===== config.mk =====
export PLATFORM = sky130hd
export DESIGN_NAME = hcbp_emit
export DESIGN_NICKNAME = d
export VERILOG_FILES = /design/src/design/hcbp_pkg.sv /design/src/design/hcbp_emit.sv
export SDC_FILE = /design/constraint.sdc
export NUM_CORES = 1
export LEC_CHECK = 0
export BUFFER_PORTS_ARGS = -buffer_cell sky130_fd_sc_hd__buf_2
export CAP_MARGIN = 15
export CELL_PAD_IN_SITES_DETAIL_PLACEMENT = 1
export CELL_PAD_IN_SITES_GLOBAL_PLACEMENT = 2
export CORE_UTILIZATION = 40
export CTS_CLUSTER_DIAMETER = 30
export DETAILED_ROUTE_END_ITERATION = 8
export HOLD_SLACK_MARGIN = 0.08
export PLACE_DENSITY = 0.83
export SLEW_MARGIN = 10
export SYNTH_ARGS = -nofsm -noshare
export SYNTH_HDL_FRONTEND = slang
export SYNTH_SLANG_ARGS = --single-unit
export TNS_END_PERCENT = 10

===== constraint.sdc =====
create_clock -name clk -period 4.9 [get_ports clk]
set_clock_uncertainty 0.05 [all_clocks]
set_input_delay 0.49 -clock clk [delete_from_list [all_inputs] [get_ports clk]]
set_output_delay 0.49 -clock clk [all_outputs]
set_load 0.005 [all_outputs]

===== src/design/hcbp_pkg.sv =====
// Shared types and constants of the Huffman code bit packer.
package hcbp_pkg;

  localparam int CODE_W  = 32;
  localparam int PEND_W  = 7;
  localparam int PCNT_W  = 3;
  localparam int BYTE_W  = 8;
  localparam int COUNT_W = 16;
  localparam int ACC_W   = CODE_W + PEND_W;
  localparam int TOT_W   = $clog2(ACC_W + 1);

  typedef enum logic [1:0] {
    ACT_LOAD   = 2'd0,
    ACT_ENCODE = 2'd1,
    ACT_FLUSH  = 2'd2,
    ACT_IDLE   = 2'd3
  } action_t;

  typedef struct packed {
    action_t             action;
    logic [7:0]          symbol;
    logic [CODE_W-1:0]   code_bits;
    logic [5:0]          code_len;
  } in_word_t;

  typedef struct packed {
    logic [BYTE_W-1:0]   out_byte;
    logic                byte_valid;
    logic                last;
    logic [COUNT_W-1:0]  byte_count;
  } out_word_t;

  typedef struct packed {
    logic [ACC_W-1:0]    acc;
    logic [TOT_W-1:0]    total;
    logic                dvalid;
    logic [COUNT_W-1:0]  cnt;
  } emit_req_t;

endpackage


===== src/design/hcbp_emit.sv =====
// Byte emitter: slices one byte per unstalled cycle from a run into the output register.
module hcbp_emit (
  input  logic                clk,
  input  logic                rst,
  input  logic                push,
  input  hcbp_pkg::emit_req_t req,
  output logic                free,
  output logic                out_valid,
  input  logic                out_ready,
  output hcbp_pkg::out_word_t out_data
);

  logic [hcbp_pkg::ACC_W-1:0]   e_acc;
  logic [hcbp_pkg::TOT_W-1:0]   e_total;
  logic                         e_dvalid;
  logic [hcbp_pkg::COUNT_W-1:0] e_cnt;

  logic [hcbp_pkg::ACC_W-1:0]   shifted;
  logic [hcbp_pkg::TOT_W-1:0]   rem;
  logic                         busy;
  logic                         rem_last;
  logic                         e_go;

  always_comb begin
    busy     = e_total[hcbp_pkg::TOT_W-1:3] != '0;
    rem      = e_total - hcbp_pkg::TOT_W'(8);
    rem_last = rem[hcbp_pkg::TOT_W-1:3] == '0;
    shifted  = e_acc >> rem;
    e_go     = busy && (!out_valid || out_ready);
    free     = !busy || (e_go && rem_last);
  end

  always_ff @(posedge clk) begin
    if (push) begin
      e_acc    <= req.acc;
      e_dvalid <= req.dvalid;
      e_cnt    <= req.cnt;
    end else if (e_go) begin
      e_cnt <= e_cnt + 16'd1;
    end
    if (e_go) begin
      out_data.out_byte   <= shifted[hcbp_pkg::BYTE_W-1:0];
      out_data.byte_valid <= e_dvalid;
      out_data.last       <= rem_last;
      out_data.byte_count <= e_cnt;
    end
  end

  always_ff @(posedge clk) begin
    if (rst) begin
      e_total   <= '0;
      out_valid <= 1'b0;
    end else begin
      if (push) begin
        e_total <= req.total;
      end else if (e_go) begin
        e_total <= rem;
      end
      if (e_go) begin
        out_valid <= 1'b1;
      end else if (out_ready) begin
        out_valid <= 1'b0;
      end
    end
  end

  a_empty_flush: assert property (@(posedge clk) disable iff (rst)
    (busy && !e_dvalid) |-> (e_total == hcbp_pkg::TOT_W'(8)))
    else $error("empty flush run longer than one word");

  a_empty_last: assert property (@(posedge clk) disable iff (rst)
    (out_valid && !out_data.byte_valid) |-> out_data.last)
    else $error("word without data not marked last");

  a_run_follows: assert property (@(posedge clk) disable iff (rst)
    (out_valid && out_ready && !out_data.last) |=> out_valid)
    else $error("gap inside a byte run");

endmodule

==> summary.md <==
| Metric | Value |
|---|---|
| Yosys reg bits | `89` |
| Clock Tree Buf Depth | `2` |
| Hold_sp | `req[46]` |
| Failing checks | `design-rule violations` |
| Share of cells above drive strength 1 | `31.3%` |
| Avg Cell Area, Syn | `13.1 µm²` |
| Final period util | `55.0%` |
| Core Util, Final | `48.9%` |
| Critical Path Stages | `6` |
| IO Count | `94` |
| Critical path class | `register to output pin` |
| Hold Buf Count CTS | `0` |
| Die Wd | `112 µm` |
| Synth cell types | `49` |
| Top FF cell, synth | `edfxtp_1` |
| Syn Inst Count | `367` |
| Postcts setup bufs | `0` |
| Root Buffer Master | `clkbuf_16` |
| Peak VDD IR | `0.249 mV` |
| Tightest hold margin | `0.263 ns` |
| RSZ-0062 raised after global routing | `false` |
| Number of flops mapped to enable cells by yosys | `82` |
| Dominant cells by area after synthesis | `edfxtp_1 51%, mux2i_1 7.9%, mux4_2 7.0%` |
| Worst path max stage delay | `0.52 ns` |
| Die Span Y | `112 µm` |
| FF-to-FF Start | `e_total[1]` |
| Endpoints failing setup | `0` |
| HPWL Detailed | `about 8300 µm` |
| CTS tree | `built` |
| First-pass GRT wire length | `18300 µm` |
| Syn-to-layout area delta | `17.5%` |
| Die footprint | `12500 µm²` |
| Clk Latency, worst-skew pair | `0.35 ns` |
| Post-Route WL | `11100 µm` |
| Initial Utilization | `41.6%` |
| Min cycle time layout | `2.69 ns` |
| Area share of the largest cell type after synthesis | `between 50% and 60%` |
| Syn nets | `between 400 and 500` |
| Slew at the pin closest to its max-slew limit | `0.704 ns` |
| WL per Instance | `between 15 and 20 µm` |
| Final hold viol count | `0` |
| Status | `finished with violations` |
| Slew Viols, Final | `0` |
| Worst reg2reg path depth | `6` |
| Worst setup EP type | `output pin` |
| Core area | `around 12000 µm²` |
| Sequential cell area fraction in the yosys report | `between 50% and 60%` |
| Post-place instance area | `5340 µm²` |
| Total grt overflow | `0` |
| Initial antenna violation count | `1` |
| Most common cell in the netlist | `edfxtp_1` |
| Worst setup SP type | `register` |
| Vias | `3298` |
| Max-cap violations | `0` |
| H-tree levels | `3` |
| CP max stage cell | `xnor2_1` |
| Top cell type by total area after synthesis | `edfxtp_1` |
| Total GRT Usage | `19.2%` |
| YS warnings | `0` |
| Worst path cell trace | `inv_1 > ha_1 > xnor2_1 > and2_1 > a21o_1 > buf_2` |
| Crit. Startpoint | `e_total[3]` |
| Data arrival, critical path | `2.15 ns` |
| Worst EP required | `4.36 ns` |
| Drt drc | `8` |
| Core Rows | `39` |
| Drt first-iter violations | `about 180` |
| Vias per inst | `5.47` |
| Final TNS setup | `0 ns` |
| CP max FO | `7` |
| Synth async-reset ratio | `0%` |
| Worst path bufs/invs | `2` |
| Post-CTS Resized | `0` |
| Layout Nets | `525` |
| Fmax | `371 MHz` |
| Power Dens Cells | `between 300 and 400 nW/µm²` |
| TritonCTS Buffers | `9` |
| WHS Path Cells | `1` |
| I/O Buffers | `93` |
| CP delay by family, top | `XOR/XNOR gates` |
| Multi-input logic area | `2020 µm²` |
| Worst-path clk slew | `0.07 ns` |
| Fillers | `1240` |
| Pin count of the biggest net entering global routing | `58` |
| Hold/Removal Path Class | `input port to register` |
| Clk sinks | `89` |
| Register area | `2610 µm²` |
| Vias in the first global route | `between 3k and 4k` |
| Synth top cells by count | `82 x edfxtp_1, 46 x nand2_1, 38 x mux2i_1, 22 x o21ai_0, 20 x nor2_1` |
| Antenna-violating nets left | `0` |
| Mapped cell area | `between 4000 and 5000 µm²` |
| Slew headroom | `between 50 and 60%` |
| Drt first pass iters | `6` |
| Diodes inserted | `0` |
| Design area | `5650 µm²` |
| Placer Congestion | `0.835` |
| LEAKAGE | `2.12 nW` |
[worst reg2reg max path, stage by stage (launching register included)]
cell and delay, ns:
dfxtp_2 0.60, buf_4 0.44, mux2i_1 0.29, nand3_1 0.12
and4_1 0.20, a2111oi_0 0.42, o22ai_1 0.17
[cell usage in the layout (no fill, tap or decap), types with 2 or more instances in the layout]
master	n
xor2_1	9
mux2_2	7
buf_4	7
edfxtp_1	82
o211ai_1	3
mux2i_1	38
nor3_1	2
and4_1	3
nand4_1	7
o31ai_1	2
a21oi_1	4
clkinv_4	2
o21ai_0	21
xnor2_1	9
and2_1	2
o21ai_1	4
nor2_1	19
mux4_2	15
dfxtp_2	2
nand2_1	46
nand3_1	15
mux4_1	7
o22ai_1	4
inv_1	6
clkbuf_16	9
ha_1	4
a31oi_1	2
nand2b_1	3
dfxtp_1	5
buf_2	93
nor2b_1	3
inv_6	2
nand3b_1	2
and3_1	4
[worst paths after layout]
check                           slack (ns)            to
worst max register to register        2.35  out_data[19]
worst max-delay path                  2.21          free
worst min-delay path                  0.26     e_acc[23]
worst min register to register        0.38  out_data[17]
[through the flow]
| stage | cells | total power, mW | setup slack, ns |
|---|---|---|---|
| after floorplan | 367 | 1.32 | 2.00 |
| after global placement | 587 | 1.48 | 2.41 |
| after detailed placement | 587 | 1.50 | 2.36 |
| after CTS | 603 | 2.22 | 2.20 |
| after global routing | 603 | 2.30 | 2.05 |
| final | 603 | 2.20 | 2.21 |
[per-layer routing]
metal | GRT usage, % | share of wire [%] | up-vias
met5 | 0 | 0.12 | -
met1 | 24.3 | 43 | 1597
met3 | 4.19 | 5.2 | 19
li1 | - | - | 1586
met2 | 31.3 | 49 | 94
met4 | 9.64 | 2.4 | 2
[layout make-up]
type	count	area share [%]
clock buffer	10	4.23
multi-input combinational	249	35.7
clock inverter	6	1.28
tap	143	3.17
inverter	6	0.398
timing repair buffer	100	9.17
sequential	89	46.1
[sequential cells by signal, summed over array words and instances (netlist names)]
name	flops
e_acc	39
e_dvalid	1
e_total	6
out_valid	1
out_data	26
e_cnt	16
[cells by family after synthesis]
family | count (synthesis) | synth area share [%]
AO/OA/AOI/OAI | 50 | 6.43
buffers and inverters | 29 | 4.03
XOR/XNOR | 18 | 3.28
AND/OR/NAND/NOR | 110 | 10.7
multiplexers | 67 | 20.4
adder cells (fa/ha/maj) | 4 | 1.04
flip-flops | 89 | 54.1
[where the power goes]
| part | switching, mW | internal (mW) |
|---|---|---|
| registers | 0.0765 | 0.970 |
| logic | 0.230 | 0.197 |
| clock network | 0.311 | 0.415 |
(Power assumes the default switching activity.)
