--- src/design/hcbp_pkg.sv ---
// Shared types and constants of the Huffman code bit packer.
package hcbp_pkg;

  localparam int CODE_W  = 32;
  localparam int PEND_W  = 7;
  localparam int PCNT_W  = 3;
  localparam int BYTE_W  = 8;
  localparam int COUNT_W = 16;
  localparam int ACC_W   = CODE_W + PEND_W;
  localparam int TOT_W   = $clog2(ACC_W + 1);

  typedef enum logic [1:0] {
    ACT_LOAD   = 2'd0,
    ACT_ENCODE = 2'd1,
    ACT_FLUSH  = 2'd2,
    ACT_IDLE   = 2'd3
  } action_t;

  typedef struct packed {
    action_t             action;
    logic [7:0]          symbol;
    logic [CODE_W-1:0]   code_bits;
    logic [5:0]          code_len;
  } in_word_t;

  typedef struct packed {
    logic [BYTE_W-1:0]   out_byte;
    logic                byte_valid;
    logic                last;
    logic [COUNT_W-1:0]  byte_count;
  } out_word_t;

  typedef struct packed {
    logic [ACC_W-1:0]    acc;
    logic [TOT_W-1:0]    total;
    logic                dvalid;
    logic [COUNT_W-1:0]  cnt;
  } emit_req_t;

endpackage

--- src/design/hcbp_packer.sv ---
// Lookup stage and bit accumulator: merges codes into pending bits and issues byte runs.
module hcbp_packer #(
  parameter int BITS_W = 32,
  parameter int LEN_W  = 6
) (
  input  logic                clk,
  input  logic                rst,
  input  logic                accept,
  input  hcbp_pkg::action_t   action,
  input  logic                in_range,
  input  logic [BITS_W-1:0]   code_bits,
  input  logic [LEN_W-1:0]    code_len,
  input  logic                emit_free,
  output logic                emit_push,
  output hcbp_pkg::emit_req_t emit_req,
  output logic                ready
);

  hcbp_pkg::action_t                  s1_action;
  logic                               s1_valid;
  logic                               s1_in_range;
  logic [hcbp_pkg::PEND_W-1:0]        pend;
  logic [hcbp_pkg::PCNT_W-1:0]        pcnt;
  logic [hcbp_pkg::COUNT_W-1:0]       emitted;

  logic [hcbp_pkg::ACC_W-1:0]         low_mask;
  logic [hcbp_pkg::ACC_W-1:0]         acc;
  logic [hcbp_pkg::TOT_W-1:0]         total;
  logic [hcbp_pkg::PCNT_W-1:0]        pcnt_next;
  logic [hcbp_pkg::PEND_W-1:0]        pend_next;
  logic [hcbp_pkg::COUNT_W-1:0]       emitted_next;
  logic                               is_encode;
  logic                               is_flush;
  logic                               need_emit;
  logic                               s1_adv;

  always_comb begin
    low_mask     = ~({hcbp_pkg::ACC_W{1'b1}} << code_len);
    acc          = (hcbp_pkg::ACC_W'(pend) << code_len) |
                   (hcbp_pkg::ACC_W'(code_bits) & low_mask);
    total        = hcbp_pkg::TOT_W'(pcnt) + hcbp_pkg::TOT_W'(code_len);
    pcnt_next    = total[hcbp_pkg::PCNT_W-1:0];
    pend_next    = acc[hcbp_pkg::PEND_W-1:0] & ~({hcbp_pkg::PEND_W{1'b1}} << pcnt_next);
    emitted_next = emitted + hcbp_pkg::COUNT_W'(total[hcbp_pkg::TOT_W-1:3]);
    is_encode    = s1_valid && (s1_action == hcbp_pkg::ACT_ENCODE) && s1_in_range &&
                   (code_len != '0);
    is_flush     = s1_valid && (s1_action == hcbp_pkg::ACT_FLUSH);
    need_emit    = is_flush || (is_encode && (total[hcbp_pkg::TOT_W-1:3] != '0));
    s1_adv       = s1_valid && (!need_emit || emit_free);
    ready        = !s1_valid || s1_adv;
    emit_push    = s1_adv && need_emit;
  end

  always_comb begin
    if (is_flush) begin
      emit_req.total = hcbp_pkg::TOT_W'(8);
      if (pcnt != '0) begin
        emit_req.acc    = hcbp_pkg::ACC_W'(8'(pend) << (4'd8 - 4'(pcnt)));
        emit_req.dvalid = 1'b1;
        emit_req.cnt    = emitted + 16'd1;
      end else begin
        emit_req.acc    = '0;
        emit_req.dvalid = 1'b0;
        emit_req.cnt    = emitted;
      end
    end else begin
      emit_req.acc    = acc;
      emit_req.total  = total;
      emit_req.dvalid = 1'b1;
      emit_req.cnt    = emitted + 16'd1;
    end
  end

  always_ff @(posedge clk) begin
    if (accept) begin
      s1_action   <= action;
      s1_in_range <= in_range;
    end
  end

  always_ff @(posedge clk) begin
    if (rst) begin
      s1_valid <= 1'b0;
      pend     <= '0;
      pcnt     <= '0;
      emitted  <= '0;
    end else begin
      if (accept) begin
        s1_valid <= 1'b1;
      end else if (s1_adv) begin
        s1_valid <= 1'b0;
      end
      if (s1_adv && is_flush) begin
        pend    <= '0;
        pcnt    <= '0;
        emitted <= '0;
      end else if (s1_adv && is_encode) begin
        pend    <= pend_next;
        pcnt    <= pcnt_next;
        emitted <= emitted_next;
      end
    end
  end

  a_pend_clean: assert property (@(posedge clk) disable iff (rst)
    (pend & ({hcbp_pkg::PEND_W{1'b1}} << pcnt)) == '0)
    else $error("pending bits above pending count");

  a_push_free: assert property (@(posedge clk) disable iff (rst)
    emit_push |-> emit_free)
    else $error("byte run issued while emitter busy");

endmodule

--- config.mk ---
export PLATFORM = sky130hd
export DESIGN_NAME = hcbp_packer
export DESIGN_NICKNAME = d
export VERILOG_FILES = /design/src/design/hcbp_pkg.sv /design/src/design/hcbp_packer.sv
export SDC_FILE = /design/constraint.sdc
export NUM_CORES = 1
export LEC_CHECK = 0
export BUFFER_PORTS_ARGS = -buffer_cell sky130_fd_sc_hd__buf_2
export CAP_MARGIN = 20
export CORE_AREA = 2 2 66 115
export DETAILED_ROUTE_END_ITERATION = 12
export DIE_AREA = 0 0 68 117
export GPL_ROUTABILITY_DRIVEN = 0
export HOLD_SLACK_MARGIN = 0.08
export MAX_ROUTING_LAYER = met4
export PLACE_DENSITY_LB_ADDON = 0.1
export REMOVE_ABC_BUFFERS = 1
export SKIP_LAST_GASP = 1
export SYNTH_ARGS = -nofsm -noshare
export SYNTH_HDL_FRONTEND = slang
export SYNTH_SLANG_ARGS = --single-unit
--- constraint.sdc ---
create_clock -name clk -period 5.7 [get_ports clk]
set_clock_uncertainty 0.1 [all_clocks]
set_input_delay 1.71 -clock clk [delete_from_list [all_inputs] [get_ports clk]]
set_output_delay 1.71 -clock clk [all_outputs]
set_load 0.1 [all_outputs]
==> summary.md <==
| Metric | Value |
|---|---|
| Final Hold Slack | 408 ps |
| Adder-cell area share of the yosys netlist | 4.45% |
| Headroom to the max-slew limit | 42.4% |
| Pin slew with the least headroom to its limit | 864 ps |
| Sequential cell area in the final layout | 631 um^2 |
| Final ANT Viol Nets | 0 |
| Uppermost routed layer | met4 |
| Level count of the clock H-tree | 2 |
| Layout cell share with drive strength beyond 1 | 26.7% |
| Antenna Diode Count | 0 |
| Cell count after placement | 701 |
| Distinct cells, synth | 65 |
| Relative area change from synthesis to final layout | 27.6% |
| Number of search-and-repair iterations in the first detailed-routing pass | 8 |
| CP required | 3890 ps |
| DR WL/cell | 18.7 um |
| FFs w/ async S/R, synth | 0% |
| Sum of routed wire segments on met1 | 4.58 mm |
| Synthesized area | 3710 um^2 |
| Final non-filler cell area | 4730 um^2 |
| Detailed Route Iter0 Violations | 543 |
| Most common library cells after synthesis | sky130_fd_sc_hd__nand2_1 (73), sky130_fd_sc_hd__nor2_1 (55), sky130_fd_sc_hd__o21ai_0 (38) |
| Detail Placement HPWL | 10.1 mm |
| CP startpoint kind | input pin |
| Final cycle utilization of the critical path | 98.4% |
| Vias per cell | 6.37 |
| Met3 Wirelength | 1.02 mm |
| Number of instances in the synthesized netlist | 521 |
| Largest delay contributor family on the critical path | adder cells |
| Buffers inserted by post-CTS timing repair | 0 |
| Aggregate global-route resource usage | 35.1% |
| Vias in the first global route | 4262 |
| Width of the chip | 68 um |
| CTS clock-pin slew for the worst setup and hold paths | 50 ps |
| Total wirelength of the detailed-routed design | 13.2 mm |
| Highest fanout seen on the critical path | 3 |
| Warning count from the yosys run | 0 |
| Clock latency on the worst-skew pair | 280 ps |
| Clk sinks | 30 |
| Number of I/O port buffers | 108 |
| Number of non-filler instances in the completed layout | 708 |
| Fraction of synthesized area in multiplexers | 7.80% |
| Kind of end point of the critical path | output pin |
| Grt ovf | 0 |
| Die ar. | 7960 um^2 |
| Result of the run | completed |
| Data arrival at the endpoint of the critical path | 3800 ps |
| Unrepaired setup endpoints after global routing | false |
| Drc violations | 0 |
| Largest stage delay, worst path | 410 ps |
| Biggest area consumer among synthesized cells | sky130_fd_sc_hd__dfxtp_1 |
| WS Path Type | input pin to output pin |
| Routed via count | 4511 |
| Sequential-to-total area share from yosys stat | 17.0% |
| Top-level port count | 109 |
| Most numerous cell in the Yosys netlist | sky130_fd_sc_hd__nand2_1 |
| Core area | 7080 um^2 |
| Area fraction of the dominant cell type after synthesis | 14.6% |
| Simple-gate share of the synthesized area | 25.5% |
| Max Root-Sink Buffers | 2 |
| Parity-gate share of the synthesized area counting xor and xnor cells | 7.32% |
| Starting density of the core | 52.4% |
| Number of nets in the layout | 679 |
| Clock tree root buffer cell | sky130_fd_sc_hd__clkbuf_16 |
| LEAKAGE | 1.91 nW |
| Total setup violations reported at the end of the flow | 0 |
| Cell row count | 41 |
| Achievable clock frequency | 178 MHz |
| Fill cell instance count of the final layout | 646 |
| Area of the multi-input gates | 2840 um^2 |
| Worst-path cell chain | buf_2 -> ha_1 -> inv_1 -> fa_1 -> nand2b_1 -> a211o_1 -> o211ai_1 -> a21oi_1 -> or2_2 -> buf_4 |
| Number of synthesized register bits | 30 |
| TritonCTS clock tree | done |
| Amount of wire on met2 after detailed routing | 6.79 mm |
| Area of placed instances | 4590 um^2 |
| Antenna violations before repair | 0 |
| First-pass GRT wire length | 20.7 mm |
| Final-report max-slew violation count | 0 |
| Fraction of the mapped netlist area in compound gates | 31.5% |
| Clock period minus worst slack | 5610 ps |
| Largest family of logic cells by synthesized area | compound AO/OA/AOI/OAI gates |
| Most used DFF post-synth | sky130_fd_sc_hd__dfxtp_1 |
| Synth top area cells | sky130_fd_sc_hd__dfxtp_1 (15%), sky130_fd_sc_hd__nand2_1 (7.4%), sky130_fd_sc_hd__mux2i_1 (5.7%) |
| Combined buffer and inverter count along the critical path | 3 |
| Hold WC Path Type | register to register |
| Post-synthesis average cell area | 7.12 um^2 |
| Max-cap violation count | 0 |
| Post-synth EDFFs | 3 |
| DIE HEIGHT | 117 um |
| Max IR drop VDD | 0.246 mV |
| Total power per unit cell area | 178 nW/um^2 |
| Worst path slowest cell | sky130_fd_sc_hd__fa_1 |
| Pin count of the biggest net entering global routing | 32 |
| Final hold violation count | 0 |
| Number of buffers added by the clock tree synthesis step | 5 |
## what timing repair did
item | CTS | global route
hold endpoints to repair | 0 | 0
hold buffers | 0 | 0
endpoints found under the setup margin | 0 | 1
gates resized for setup | 0 | 2
## area by class of cell
class,instances,area share [%]
clock inverters,2,0.212
flip-flops and latches,30,13.3
repair buffers,134,20.4
multi-input cells,436,60.0
clock buffers,5,2.64
well taps,86,2.27
inverters,15,1.19
## cell usage in the layout, fill, tap and decap left out, types with 14 or more instances in the layout
cell type / netlist / layout
sky130_fd_sc_hd__buf_2: 4 / 92
sky130_fd_sc_hd__o21ai_0: 38 / 38
sky130_fd_sc_hd__mux2i_1: 21 / 21
sky130_fd_sc_hd__buf_12: 1 / 15
sky130_fd_sc_hd__dfxtp_1: 27 / 27
sky130_fd_sc_hd__xnor2_1: 22 / 22
sky130_fd_sc_hd__nand3_1: 26 / 26
sky130_fd_sc_hd__nand2_1: 73 / 73
sky130_fd_sc_hd__inv_1: 14 / 14
sky130_fd_sc_hd__buf_4: 1 / 27
sky130_fd_sc_hd__nor2_1: 55 / 55
sky130_fd_sc_hd__a21oi_1: 35 / 35
## final timing paths
| path | startpoint | endpoint | slack, ps | cells past startpoint |
|---|---|---|---|---|
| max | code_len[0] | ready | 90 | 10 |
| min | pend[4] | pend[4] | 410 | 2 |
| max reg2reg | pcnt[0] | emitted[10] | 1920 | 13 |
| min reg2reg | pend[4] | pend[4] | 410 | 2 |
## logic make-up (layout without fill, tap and decap cells)
family                   Yosys count  count (layout)
adder cells (fa/ha/maj)           12              12
XOR/XNOR                          31              31
flip-flops                        30              30
buffers and inverters             55             156
AND/OR/NAND/NOR                  206             206
multiplexers                      28              28
AO/OA/AOI/OAI                    159             159
## per-stage QoR
stage          TNS (ps)  setup WS [ps]  util (%)  total power [mW]
6_report              0           93.0      66.8             0.842
3_5_place_dp          0           36.6      64.9             0.595
2_1_floorplan    -10730          -2010         -             0.475
3_3_place_gp          0            132      64.9             0.593
5_1_grt               0           4.95      66.8             0.867
4_1_cts               0           32.8      66.8             0.839
## worst reg2reg max path, stage by stage (launching register included)
cell	delay [ps]
sky130_fd_sc_hd__dfxtp_1	670
sky130_fd_sc_hd__ha_1	310
sky130_fd_sc_hd__inv_1	70
sky130_fd_sc_hd__fa_1	410
sky130_fd_sc_hd__nand2b_1	220
sky130_fd_sc_hd__a211o_1	340
sky130_fd_sc_hd__buf_4	160
sky130_fd_sc_hd__nand2_1	120
sky130_fd_sc_hd__fa_1	230
sky130_fd_sc_hd__a21o_1	170
sky130_fd_sc_hd__nand2_1	170
sky130_fd_sc_hd__a2111oi_2	420
sky130_fd_sc_hd__xnor2_1	180
sky130_fd_sc_hd__nor2_1	60
## flip-flops by register name, summed over array words and instances, names as in the netlist
name and count:
emitted 16, pend 7, pcnt 3, s1_action 2, s1_in_range 1, s1_valid 1
## report_power, final
part / internal [mW] / leakage (nW) / switching [mW]
clock network: 0.157 / 0.0694 / 0.0883
registers: 0.217 / 0.247 / 0.00339
logic: 0.0990 / 1.59 / 0.277
total: 0.473 / 1.91 / 0.369
## metal layers
metal	up-vias	track usage, %
met1	2044	35.8
met3	69	6.50
met5	-	-
li1	2103	-
met4	0	23.7
met2	295	59.4
Power figures use the tool's default switching activity.
